File: src/rtl/fau_pkg.sv
// Shared types and codes for the fraction arithmetic unit.
package fau_pkg;

   // Operation codes carried by a request.
   localparam logic [2:0] CMD_ADD    = 3'd0;
   localparam logic [2:0] CMD_SUB    = 3'd1;
   localparam logic [2:0] CMD_MUL    = 3'd2;
   localparam logic [2:0] CMD_DIV    = 3'd3;
   localparam logic [2:0] CMD_EQ     = 3'd4;
   localparam logic [2:0] CMD_LT     = 3'd5;
   localparam logic [2:0] CMD_GT     = 3'd6;
   localparam logic [2:0] CMD_UNUSED = 3'd7;

   // Error codes returned with a result.
   localparam logic [1:0] ERR_NONE = 2'd0;
   localparam logic [1:0] ERR_DEN  = 2'd1;
   localparam logic [1:0] ERR_DIV  = 2'd2;

   // How the result registers are loaded when a request finishes.
   typedef enum logic [2:0] {
      FIN_NONE    = 3'd0,
      FIN_ZERO    = 3'd1,
      FIN_ERR_DEN = 3'd2,
      FIN_ERR_DIV = 3'd3,
      FIN_CMP     = 3'd4,
      FIN_FRAC0   = 3'd5,
      FIN_FRAC    = 3'd6
   } fin_type;

   // Commands from the controller to the datapath.
   typedef struct packed {
      logic    cap;
      logic    mul1;
      logic    mul2;
      logic    mul3;
      logic    comb;
      logic    gcd_load;
      logic    gcd_step;
      logic    div_load;
      logic    div_den;
      logic    div_step;
      fin_type fin;
   } ctl_type;

   // Status from the datapath to the controller.
   typedef struct packed {
      logic unused;
      logic bad_den;
      logic div_zero;
      logic is_cmp;
      logic num_zero;
      logic gcd_done;
      logic div_last;
   } sts_type;

endpackage

File: src/rtl/fraction_arithmetic_unit.sv
// Fraction arithmetic unit: one request at a time, reduced by binary gcd and division.
// A request ends in the check state for a zero denominator, division by zero or the
// unused command, and in the evaluate state for compares and zero results; otherwise
// its duration is set by the gcd loop and the two bit-serial divisions.
// A new request is taken only once the last has finished; the receiver cannot stall.
// Synchronous active-high reset returns the controller to idle with no strobe.
module fraction_arithmetic_unit #(
   parameter int OPERAND_WIDTH = 16
) (
   input  logic               clock,
   input  logic               reset,
   input  logic               start,
   output logic               busy,
   input  logic [2:0]         req_cmd,
   input  logic signed [15:0] req_a_num,
   input  logic signed [15:0] req_a_den,
   input  logic signed [15:0] req_b_num,
   input  logic signed [15:0] req_b_den,
   output logic               rsp_valid,
   output logic signed [32:0] rsp_res_num,
   output logic [30:0]        rsp_res_den,
   output logic               rsp_cmp_true,
   output logic [1:0]         rsp_error
);
   import fau_pkg::*;

   ctl_type ctl;
   sts_type sts;

   // Sequencer.
   fau_control u_control (
      .clock     (clock),
      .reset     (reset),
      .start     (start),
      .busy      (busy),
      .rsp_valid (rsp_valid),
      .ctl       (ctl),
      .sts       (sts)
   );

   // Arithmetic.
   fau_datapath #(
      .OPERAND_WIDTH (OPERAND_WIDTH)
   ) u_datapath (
      .clock        (clock),
      .ctl          (ctl),
      .sts          (sts),
      .req_cmd      (req_cmd),
      .req_a_num    (req_a_num),
      .req_a_den    (req_a_den),
      .req_b_num    (req_b_num),
      .req_b_den    (req_b_den),
      .rsp_res_num  (rsp_res_num),
      .rsp_res_den  (rsp_res_den),
      .rsp_cmp_true (rsp_cmp_true),
      .rsp_error    (rsp_error)
   );

endmodule

File: src/rtl/fau_datapath.sv
// Datapath: operand registers, shared multiplier, binary gcd and restoring divider.
module fau_datapath #(
   parameter int OPERAND_WIDTH = 16
) (
   input  logic                clock,
   input  fau_pkg::ctl_type    ctl,
   output fau_pkg::sts_type    sts,
   input  logic [2:0]          req_cmd,
   input  logic signed [15:0]  req_a_num,
   input  logic signed [15:0]  req_a_den,
   input  logic signed [15:0]  req_b_num,
   input  logic signed [15:0]  req_b_den,
   output logic signed [32:0]  rsp_res_num,
   output logic [30:0]         rsp_res_den,
   output logic                rsp_cmp_true,
   output logic [1:0]          rsp_error
);
   import fau_pkg::*;

   localparam int W  = OPERAND_WIDTH;
   localparam int PW = 2 * W;
   localparam int CW = $clog2(PW + 1);

   logic [31:0]   an_ext, ad_ext, bn_ext, bd_ext;
   logic [W-1:0]  an_raw, ad_raw, bn_raw, bd_raw;
   logic [2:0]    cmd_ff;
   logic          an_neg_ff, bn_neg_ff;
   logic [W-1:0]  an_mag_ff, ad_mag_ff, bn_mag_ff, bd_mag_ff;
   logic [W-1:0]  mul_a, mul_b;
   logic [PW-1:0] prod;
   logic [PW-1:0] p_ff, q_ff, d_ff;
   logic [PW-1:0] nm_ff, nm_in;
   logic          neg_ff, neg_in;
   logic          q_neg;
   logic [PW-1:0] gx_ff, gy_ff, gx_in, gy_in;
   logic [CW-1:0] gk_ff, gk_in;
   logic [PW-1:0] rem_ff, quo_ff, qnum_ff;
   logic [CW-1:0] cnt_ff;
   logic [PW:0]   trial;
   logic          fits;
   logic [63:0]   num_wide, num_sgn, den_wide;
   logic          cmp_val;

   // Operands are the low OPERAND_WIDTH bits of each field.
   assign an_ext = 32'($unsigned(req_a_num));
   assign ad_ext = 32'($unsigned(req_a_den));
   assign bn_ext = 32'($unsigned(req_b_num));
   assign bd_ext = 32'($unsigned(req_b_den));
   assign an_raw = an_ext[W-1:0];
   assign ad_raw = ad_ext[W-1:0];
   assign bn_raw = bn_ext[W-1:0];
   assign bd_raw = bd_ext[W-1:0];

   // Capture magnitudes; each denominator's sign moves to its numerator.
   always_ff @(posedge clock) begin
      if (ctl.cap) begin
         cmd_ff    <= req_cmd;
         an_mag_ff <= an_raw[W-1] ? (~an_raw + 1'b1) : an_raw;
         ad_mag_ff <= ad_raw[W-1] ? (~ad_raw + 1'b1) : ad_raw;
         bn_mag_ff <= bn_raw[W-1] ? (~bn_raw + 1'b1) : bn_raw;
         bd_mag_ff <= bd_raw[W-1] ? (~bd_raw + 1'b1) : bd_raw;
         an_neg_ff <= (an_raw[W-1] ^ ad_raw[W-1]) && (an_raw != '0);
         bn_neg_ff <= (bn_raw[W-1] ^ bd_raw[W-1]) && (bn_raw != '0);
      end
   end

   // One shared multiplier, one product per cycle.
   always_comb begin
      mul_a = ad_mag_ff;
      mul_b = (cmd_ff == CMD_DIV) ? bn_mag_ff : bd_mag_ff;
      if (ctl.mul1) begin
         mul_a = an_mag_ff;
         mul_b = (cmd_ff == CMD_MUL) ? bn_mag_ff : bd_mag_ff;
      end else if (ctl.mul2) begin
         mul_a = bn_mag_ff;
         mul_b = ad_mag_ff;
      end
   end

   assign prod = PW'(mul_a) * PW'(mul_b);

   always_ff @(posedge clock) begin
      if (ctl.mul1) p_ff <= prod;
      if (ctl.mul2) q_ff <= prod;
      if (ctl.mul3) d_ff <= prod;
   end

   // Signed-magnitude sum of the cross products, or the plain product.
   assign q_neg = (cmd_ff == CMD_ADD) ? bn_neg_ff : (!bn_neg_ff && (bn_mag_ff != '0));

   always_comb begin
      nm_in  = p_ff;
      neg_in = an_neg_ff ^ bn_neg_ff;
      if (cmd_ff != CMD_MUL && cmd_ff != CMD_DIV) begin
         if (an_neg_ff == q_neg) begin
            nm_in  = p_ff + q_ff;
            neg_in = an_neg_ff;
         end else if (p_ff >= q_ff) begin
            nm_in  = p_ff - q_ff;
            neg_in = an_neg_ff;
         end else begin
            nm_in  = q_ff - p_ff;
            neg_in = q_neg;
         end
         if (nm_in == '0) neg_in = 1'b0;
      end
   end

   always_ff @(posedge clock) begin
      if (ctl.comb) begin
         nm_ff  <= nm_in;
         neg_ff <= neg_in;
      end
   end

   // Binary gcd: one shift or one subtraction per cycle, then restore common twos.
   always_comb begin
      gx_in = gx_ff;
      gy_in = gy_ff;
      gk_in = gk_ff;
      if (gx_ff == gy_ff) begin
         gx_in = gx_ff << 1;
         gy_in = gy_ff << 1;
         gk_in = gk_ff - 1'b1;
      end else if (!gx_ff[0] && !gy_ff[0]) begin
         gx_in = gx_ff >> 1;
         gy_in = gy_ff >> 1;
         gk_in = gk_ff + 1'b1;
      end else if (!gx_ff[0]) begin
         gx_in = gx_ff >> 1;
      end else if (!gy_ff[0]) begin
         gy_in = gy_ff >> 1;
      end else if (gx_ff > gy_ff) begin
         gx_in = gx_ff - gy_ff;
      end else begin
         gy_in = gy_ff - gx_ff;
      end
   end

   always_ff @(posedge clock) begin
      if (ctl.gcd_load) begin
         gx_ff <= nm_ff;
         gy_ff <= d_ff;
         gk_ff <= '0;
      end else if (ctl.gcd_step) begin
         gx_ff <= gx_in;
         gy_ff <= gy_in;
         gk_ff <= gk_in;
      end
   end

   // Restoring division by the gcd, one quotient bit per cycle.
   assign trial = {rem_ff, quo_ff[PW-1]};
   assign fits  = trial >= {1'b0, gx_ff};

   always_ff @(posedge clock) begin
      if (ctl.div_load) begin
         quo_ff <= ctl.div_den ? d_ff : nm_ff;
         rem_ff <= '0;
         cnt_ff <= CW'(PW);
         if (ctl.div_den) qnum_ff <= quo_ff;
      end else if (ctl.div_step) begin
         rem_ff <= fits ? PW'(trial - {1'b0, gx_ff}) : trial[PW-1:0];
         quo_ff <= {quo_ff[PW-2:0], fits};
         cnt_ff <= cnt_ff - 1'b1;
      end
   end

   // Result formatting.
   assign num_wide = 64'(qnum_ff);
   assign num_sgn  = neg_ff ? (~num_wide + 64'd1) : num_wide;
   assign den_wide = 64'(quo_ff);

   always_comb begin
      case (cmd_ff)
         CMD_EQ:  cmp_val = (nm_ff == '0);
         CMD_LT:  cmp_val = neg_ff;
         CMD_GT:  cmp_val = !neg_ff && (nm_ff != '0);
         default: cmp_val = 1'b0;
      endcase
   end

   always_ff @(posedge clock) begin
      case (ctl.fin)
         FIN_ZERO: begin
            rsp_res_num  <= '0;
            rsp_res_den  <= '0;
            rsp_cmp_true <= 1'b0;
            rsp_error    <= ERR_NONE;
         end
         FIN_ERR_DEN: begin
            rsp_res_num  <= '0;
            rsp_res_den  <= '0;
            rsp_cmp_true <= 1'b0;
            rsp_error    <= ERR_DEN;
         end
         FIN_ERR_DIV: begin
            rsp_res_num  <= '0;
            rsp_res_den  <= '0;
            rsp_cmp_true <= 1'b0;
            rsp_error    <= ERR_DIV;
         end
         FIN_CMP: begin
            rsp_res_num  <= '0;
            rsp_res_den  <= '0;
            rsp_cmp_true <= cmp_val;
            rsp_error    <= ERR_NONE;
         end
         FIN_FRAC0: begin
            rsp_res_num  <= '0;
            rsp_res_den  <= 31'd1;
            rsp_cmp_true <= 1'b0;
            rsp_error    <= ERR_NONE;
         end
         FIN_FRAC: begin
            rsp_res_num  <= num_sgn[32:0];
            rsp_res_den  <= den_wide[30:0];
            rsp_cmp_true <= 1'b0;
            rsp_error    <= ERR_NONE;
         end
         default: begin
         end
      endcase
   end

   // Status back to the controller.
   assign sts.unused   = (cmd_ff == CMD_UNUSED);
   assign sts.bad_den  = (ad_mag_ff == '0) || (bd_mag_ff == '0);
   assign sts.div_zero = (cmd_ff == CMD_DIV) && (bn_mag_ff == '0);
   assign sts.is_cmp   = cmd_ff inside {CMD_EQ, CMD_LT, CMD_GT};
   assign sts.num_zero = (nm_ff == '0);
   assign sts.gcd_done = (gx_ff == gy_ff) && (gk_ff == '0);
   assign sts.div_last = (cnt_ff == CW'(1));

endmodule

File: src/rtl/fau_control.sv
// Controller: sequences capture, products, gcd and the two divisions.
module fau_control (
   input  logic             clock,
   input  logic             reset,
   input  logic             start,
   output logic             busy,
   output logic             rsp_valid,
   output fau_pkg::ctl_type ctl,
   input  fau_pkg::sts_type sts
);
   import fau_pkg::*;

   typedef enum logic [12:0] {
      ST_IDLE  = 13'b0000000000001,
      ST_CHECK = 13'b0000000000010,
      ST_MUL1  = 13'b0000000000100,
      ST_MUL2  = 13'b0000000001000,
      ST_MUL3  = 13'b0000000010000,
      ST_COMB  = 13'b0000000100000,
      ST_EVAL  = 13'b0000001000000,
      ST_GCD   = 13'b0000010000000,
      ST_DLN   = 13'b0000100000000,
      ST_DVN   = 13'b0001000000000,
      ST_DLD   = 13'b0010000000000,
      ST_DVD   = 13'b0100000000000,
      ST_FIN   = 13'b1000000000000
   } state_type;

   state_type state_ff, state_in;
   logic      valid_ff;

   // Next state and commands.
   always_comb begin
      state_in = state_ff;
      ctl      = '0;
      ctl.fin  = FIN_NONE;
      case (state_ff)
         ST_IDLE: begin
            if (start) begin
               ctl.cap  = 1'b1;
               state_in = ST_CHECK;
            end
         end
         ST_CHECK: begin
            if (sts.unused) begin
               ctl.fin  = FIN_ZERO;
               state_in = ST_IDLE;
            end else if (sts.bad_den) begin
               ctl.fin  = FIN_ERR_DEN;
               state_in = ST_IDLE;
            end else if (sts.div_zero) begin
               ctl.fin  = FIN_ERR_DIV;
               state_in = ST_IDLE;
            end else begin
               state_in = ST_MUL1;
            end
         end
         ST_MUL1: begin
            ctl.mul1 = 1'b1;
            state_in = ST_MUL2;
         end
         ST_MUL2: begin
            ctl.mul2 = 1'b1;
            state_in = ST_MUL3;
         end
         ST_MUL3: begin
            ctl.mul3 = 1'b1;
            state_in = ST_COMB;
         end
         ST_COMB: begin
            ctl.comb = 1'b1;
            state_in = ST_EVAL;
         end
         ST_EVAL: begin
            if (sts.is_cmp) begin
               ctl.fin  = FIN_CMP;
               state_in = ST_IDLE;
            end else if (sts.num_zero) begin
               ctl.fin  = FIN_FRAC0;
               state_in = ST_IDLE;
            end else begin
               ctl.gcd_load = 1'b1;
               state_in     = ST_GCD;
            end
         end
         ST_GCD: begin
            if (sts.gcd_done) begin
               state_in = ST_DLN;
            end else begin
               ctl.gcd_step = 1'b1;
            end
         end
         ST_DLN: begin
            ctl.div_load = 1'b1;
            state_in     = ST_DVN;
         end
         ST_DVN: begin
            ctl.div_step = 1'b1;
            if (sts.div_last) state_in = ST_DLD;
         end
         ST_DLD: begin
            ctl.div_load = 1'b1;
            ctl.div_den  = 1'b1;
            state_in     = ST_DVD;
         end
         ST_DVD: begin
            ctl.div_step = 1'b1;
            if (sts.div_last) state_in = ST_FIN;
         end
         ST_FIN: begin
            ctl.fin  = FIN_FRAC;
            state_in = ST_IDLE;
         end
         default: begin
            state_in = ST_IDLE;
         end
      endcase
   end

   // State and result strobe registers.
   always_ff @(posedge clock) begin
      if (reset) begin
         state_ff <= ST_IDLE;
         valid_ff <= 1'b0;
      end else begin
         state_ff <= state_in;
         valid_ff <= (ctl.fin != FIN_NONE);
      end
   end

   assign busy      = (state_ff != ST_IDLE);
   assign rsp_valid = valid_ff;

endmodule
File: config.mk
export PLATFORM = sky130hd
export DESIGN_NAME = fraction_arithmetic_unit
export DESIGN_NICKNAME = d
export VERILOG_FILES = /design/src/rtl/fau_pkg.sv /design/src/rtl/fraction_arithmetic_unit.sv /design/src/rtl/fau_datapath.sv /design/src/rtl/fau_control.sv
export SDC_FILE = /design/constraint.sdc
export NUM_CORES = 2
export LEC_CHECK = 0
export BUFFER_PORTS_ARGS = -buffer_cell sky130_fd_sc_hd__buf_2
export CAP_MARGIN = 15
export CORE_MARGIN = 1.5
export CORE_UTILIZATION = 60
export DETAILED_ROUTE_END_ITERATION = 6
export PLACE_DENSITY = 0.78
export SLEW_MARGIN = 20
export SYNTH_ARGS = -nofsm -noshare
export SYNTH_HDL_FRONTEND = slang
export SYNTH_SLANG_ARGS = --single-unit
export TNS_END_PERCENT = 50
File: constraint.sdc
create_clock -name clock -period 15.2 [get_ports clock]
set_input_delay 0 -clock clock [delete_from_list [all_inputs] [get_ports clock]]
set_output_delay 0 -clock clock [all_outputs]
set_load 0.01 [all_outputs]
==> impl_metrics.prom <==
# TYPE chip_impl_metric gauge
chip_impl_metric{name="synthDistinctLibCells",unit=""} 83
chip_impl_metric{name="cts.repair.resized",unit=""} 0
chip_impl_metric{name="clock_sink_count",unit=""} 451
chip_impl_info{name="holdCritPathClass",value="in2reg"} 1
chip_impl_metric{name="yosysWarnings",unit=""} 0
chip_impl_metric{name="synthesis.instances",unit=""} 4276
chip_impl_info{name="regToRegEndpoint",value="u_datapath.q_ff[30]$_DFFE_PP_"} 1
chip_impl_metric{name="clock_latency",unit="ns"} 0.62
chip_impl_metric{name="syn_area_per_cell",unit="um2"} 9.11
chip_impl_info{name="worst-setup-path-type",value="reg2reg"} 1
chip_impl_info{name="synth_area_leaders",value="sky130_fd_sc_hd__edfxtp_1, sky130_fd_sc_hd__fa_1, sky130_fd_sc_hd__ha_1"} 1
chip_impl_metric{name="period_needed",unit="ns"} 9.90
chip_impl_info{name="clk_root_buffer_cell",value="sky130_fd_sc_hd__clkbuf_16"} 1
chip_impl_info{name="unrepaired_setup_endpoints_after_global_routing",value="no"} 1
chip_impl_metric{name="skew",unit="ns"} 0.0356
chip_impl_metric{name="first_pass_iters",unit=""} 6
chip_impl_metric{name="number_of_global_route_vias_before_repair",unit=""} 32600
chip_impl_metric{name="initial_utilization",unit="%"} 60.5
chip_impl_metric{name="post-route-drc-count",unit=""} 0
chip_impl_metric{name="setup_total_negative_slack",unit="ns"} 0
chip_impl_metric{name="syn-num-nets",unit=""} 4853
chip_impl_metric{name="routed-via-count",unit=""} 33800
chip_impl_metric{name="synth.yosys.seq_area_share",unit="%"} 33.3
chip_impl_metric{name="synth_edf_count",unit=""} 393
chip_impl_metric{name="route.final.wire_length",unit="um"} 122000
chip_impl_info{name="cp_common_cell",value="sky130_fd_sc_hd__fa_1"} 1
chip_impl_metric{name="postSynthRegisterBits",unit=""} 451
chip_impl_info{name="start_kind",value="register"} 1
chip_impl_metric{name="port_buffers",unit=""} 138
chip_impl_metric{name="rows",unit=""} 93
chip_impl_metric{name="ant_nets",unit=""} 0
chip_impl_metric{name="tightestPinTransition",unit="ns"} 1.08
chip_impl_info{name="combinational_family_with_the_most_area_after_synthesis",value="adder cells"} 1
chip_impl_metric{name="path_clk_slew",unit="ns"} 0.06
chip_impl_metric{name="drv.max_cap_violation_count",unit=""} 0
chip_impl_metric{name="yosys.area_share.xor_xnor",unit="%"} 4.81
chip_impl_metric{name="clock_tree.buffer_depth",unit=""} 3
chip_impl_metric{name="boundaryPins",unit=""} 139
chip_impl_metric{name="min_period_over_period",unit="%"} 65.1
chip_impl_metric{name="worstPathRequired",unit="ns"} 15.55
chip_impl_metric{name="grt_pass1_wl",unit="um"} 187000
chip_impl_info{name="cts_tree",value="built"} 1
chip_impl_info{name="rr_startpoint",value="u_control.state_ff[9]$_SDFFE_PP0P_"} 1
chip_impl_metric{name="die_w",unit="um"} 258
chip_impl_info{name="run_status",value="completed"} 1
chip_impl_metric{name="antenna_found_initial",unit=""} 5
chip_impl_metric{name="timing_hold_violations_final",unit=""} 0
chip_impl_metric{name="synth_mux_area_share",unit="%"} 2.43
chip_impl_metric{name="synthToLayoutAreaGrowth",unit="%"} 11.0
chip_impl_metric{name="timing.critical_path.slowest_cell_delay",unit="ns"} 0.75
chip_impl_metric{name="drt-vias-per-instance",unit=""} 6.32
chip_impl_metric{name="synth_compound_gate_area_share",unit="%"} 17.5
chip_impl_metric{name="drive_gt1_share",unit="%"} 7.20
chip_impl_metric{name="maxSlewHeadroom",unit="%"} 27.3
chip_impl_info{name="most_common_flop_cell_mapped_by_yosys",value="sky130_fd_sc_hd__edfxtp_1"} 1
chip_impl_metric{name="worstRegToRegCells",unit=""} 32
chip_impl_metric{name="asyncSetResetFlopFracSynth",unit="%"} 0
chip_impl_metric{name="grt_start_max_net_pins",unit=""} 96
chip_impl_metric{name="dr.first_iter.drc_count",unit=""} 4043
chip_impl_info{name="crit_start",value="u_control.state_ff[9]$_SDFFE_PP0P_"} 1
chip_impl_metric{name="power-per-cell-area",unit="nW/um2"} 208
chip_impl_metric{name="finish.net_count",unit=""} 5020
chip_impl_info{name="synth_largest_area_cell",value="sky130_fd_sc_hd__edfxtp_1"} 1
chip_impl_metric{name="global_route.overflow_total",unit=""} 0
chip_impl_metric{name="post_synth_instance_area",unit="um2"} 39000
chip_impl_metric{name="place.detailed.hpwl",unit="um"} 91400
chip_impl_metric{name="upper_clock_frequency_limit",unit="MHz"} 101
chip_impl_metric{name="worst_voltage_drop_across_the_vdd_grid",unit="uV"} 565
chip_impl_metric{name="dieArea",unit="um2"} 66500
chip_impl_metric{name="critical_path_arrival",unit="ns"} 10.24
chip_impl_metric{name="p_leak",unit="uW"} 0.0184
chip_impl_metric{name="grt_use_total",unit="%"} 36.4
chip_impl_info{name="setup.worst_path.end",value="u_datapath.q_ff[30]$_DFFE_PP_"} 1
chip_impl_metric{name="finalMaxSlewViolations",unit=""} 0
chip_impl_metric{name="yosys.area.top_type_share",unit="%"} 30.3
chip_impl_metric{name="wire_per_inst",unit="um"} 22.9
chip_impl_metric{name="htree_levels",unit=""} 2
chip_impl_info{name="cp_slowest_cell",value="sky130_fd_sc_hd__a21oi_1"} 1
chip_impl_metric{name="tritoncts.num_buffers",unit=""} 50
chip_impl_metric{name="worstPathMaxFanout",unit=""} 48
chip_impl_metric{name="synth_simple_gate_area_share",unit="%"} 15.6
chip_impl_metric{name="core_area",unit="um2"} 64300
chip_impl_metric{name="die_height",unit="um"} 258
chip_impl_metric{name="power.total",unit="uW"} 8970
chip_impl_metric{name="setup_viol",unit=""} 0
chip_impl_metric{name="gp_congestion",unit=""} 0.981
chip_impl_metric{name="synthAdderAreaFrac",unit="%"} 20.2
chip_impl_metric{name="cts.repair_timing.setup_buffer_count",unit=""} 0
chip_impl_metric{name="r2r_setup_slk",unit="ns"} 5.30
chip_impl_info{name="worstSetupEndpointType",value="register"} 1
-- cells by family (layout without fill, tap and decap cells) --
kind of cell             count (synthesis)  after routing
AO/OA/AOI/OAI                         1057           1057
XOR/XNOR                               214            214
adder cells (fa/ha/maj)                507            507
buffers and inverters                  648            857
flip-flops                             451            451
multiplexers                            94             94
other                                    0              2
AND/OR/NAND/NOR                       1305           1305
-- synthesized netlist by cell type, types with 41 or more instances --
library cell,count
sky130_fd_sc_hd__a21o_1,103
sky130_fd_sc_hd__a21oi_1,278
sky130_fd_sc_hd__and2_1,64
sky130_fd_sc_hd__clkbuf_1,165
sky130_fd_sc_hd__dfxtp_1,58
sky130_fd_sc_hd__edfxtp_1,393
sky130_fd_sc_hd__fa_1,201
sky130_fd_sc_hd__ha_1,306
sky130_fd_sc_hd__inv_1,452
sky130_fd_sc_hd__mux2i_1,90
sky130_fd_sc_hd__nand2_1,443
sky130_fd_sc_hd__nand3_1,61
sky130_fd_sc_hd__nand4_1,41
sky130_fd_sc_hd__nor2_1,375
sky130_fd_sc_hd__nor3_1,76
sky130_fd_sc_hd__nor4_1,56
sky130_fd_sc_hd__o21ai_0,235
sky130_fd_sc_hd__o21ai_1,44
sky130_fd_sc_hd__xnor2_1,154
sky130_fd_sc_hd__xor2_1,60
-- power by group --
group	internal (uW)	switching [uW]
Clock	658	541
Sequential	2090	26.8
Combinational	1930	3720
-- repair_timing --
item | in CTS | in global routing
hold buffers | 121 | 0
endpoints found under the setup margin | 0 | 0
endpoints found under the hold margin | 75 | 0
-- sequential cells by signal (all words and copies together) (netlist names), 13 cells and up --
name / cells
u_datapath.rsp_res_den: 31
u_datapath.nm_ff: 32
u_datapath.d_ff: 32
u_datapath.bn_mag_ff: 16
u_datapath.rsp_res_num: 33
u_datapath.bd_mag_ff: 16
u_datapath.quo_ff: 32
u_datapath.gy_ff: 32
u_datapath.qnum_ff: 32
u_datapath.q_ff: 32
u_datapath.an_mag_ff: 16
u_datapath.gx_ff: 32
u_datapath.p_ff: 32
u_datapath.ad_mag_ff: 16
u_control.state_ff: 13
u_datapath.rem_ff: 32
-- layout make-up --
cell class              instances  area (um2)
clock buffers                  65        1360
clock inverters                29         243
flip-flops and latches        451       13000
multi-input cells            3177       23600
well taps                     855        1070
diodes                          2        5.00
fillers                      4975       21100
inverters                     454        1700
repair buffers                309        2280
-- worst min path at each step --
stage	from	endpoint	slack (ns)	cells past startpoint
detailed placement	req_cmd[2]	u_datapath.cmd_ff[2]$_DFFE_PP_	0.18	1
CTS	req_cmd[0]	u_datapath.cmd_ff[0]$_DFFE_PP_	0.07	2
global route	req_cmd[0]	u_datapath.cmd_ff[0]$_DFFE_PP_	0.10	2
finish	req_cmd[0]	u_datapath.cmd_ff[0]$_DFFE_PP_	0.1	2
global placement	req_cmd[1]	u_datapath.cmd_ff[1]$_DFFE_PP_	0.18	1
floorplan	reset	u_control.rsp_valid$_SDFF_PP0_	0.07	1
-- cell usage in the layout (no fill, tap or decap), types with 103 or more instances in the layout --
cell,instances
sky130_fd_sc_hd__a21oi_1,278
sky130_fd_sc_hd__edfxtp_1,393
sky130_fd_sc_hd__nor2_1,374
sky130_fd_sc_hd__xnor2_1,154
sky130_fd_sc_hd__buf_2,138
sky130_fd_sc_hd__dlygate4sd3_1,121
sky130_fd_sc_hd__nand2_1,442
sky130_fd_sc_hd__a21o_1,103
sky130_fd_sc_hd__fa_1,201
sky130_fd_sc_hd__o21ai_0,235
sky130_fd_sc_hd__inv_1,450
sky130_fd_sc_hd__ha_1,306
-- per-layer routing --
metal	track usage (%)	up-vias	wire, um
met5	0	-	34
met4	17.7	4	6570
met3	7.43	325	12700
met2	56.8	1913	54200
met1	48.5	16200	48800
li1	-	15400	-
-- critical path, delay by kind of cell, from the launching register on --
kind                     cells  cell delay (ns)
AND/OR/NAND/NOR              6             1.72
adder cells (fa/ha/maj)      7             3.37
buffers and inverters        6             0.56
XOR/XNOR                     1             0.12
multiplexers                 1             0.20
AO/OA/AOI/OAI               11             3.25
flip-flops                   1             0.36
-- stage by stage --
stage	cells	area [um2]	hold WS [ns]	setup WS [ns]	util, %
after global placement	5125	40400	0.179	5.71	62.8
after global routing	5341	43200	0.103	4.78	67.2
final	5342	43200	0.0951	5.30	67.2
after detailed placement	5125	40400	0.178	5.44	62.8
after CTS	5340	43200	0.0723	5.41	67.2
after floorplan	4276	39000	0.0691	6.48	-
Note: power is estimated with default switching activity, not from simulation.
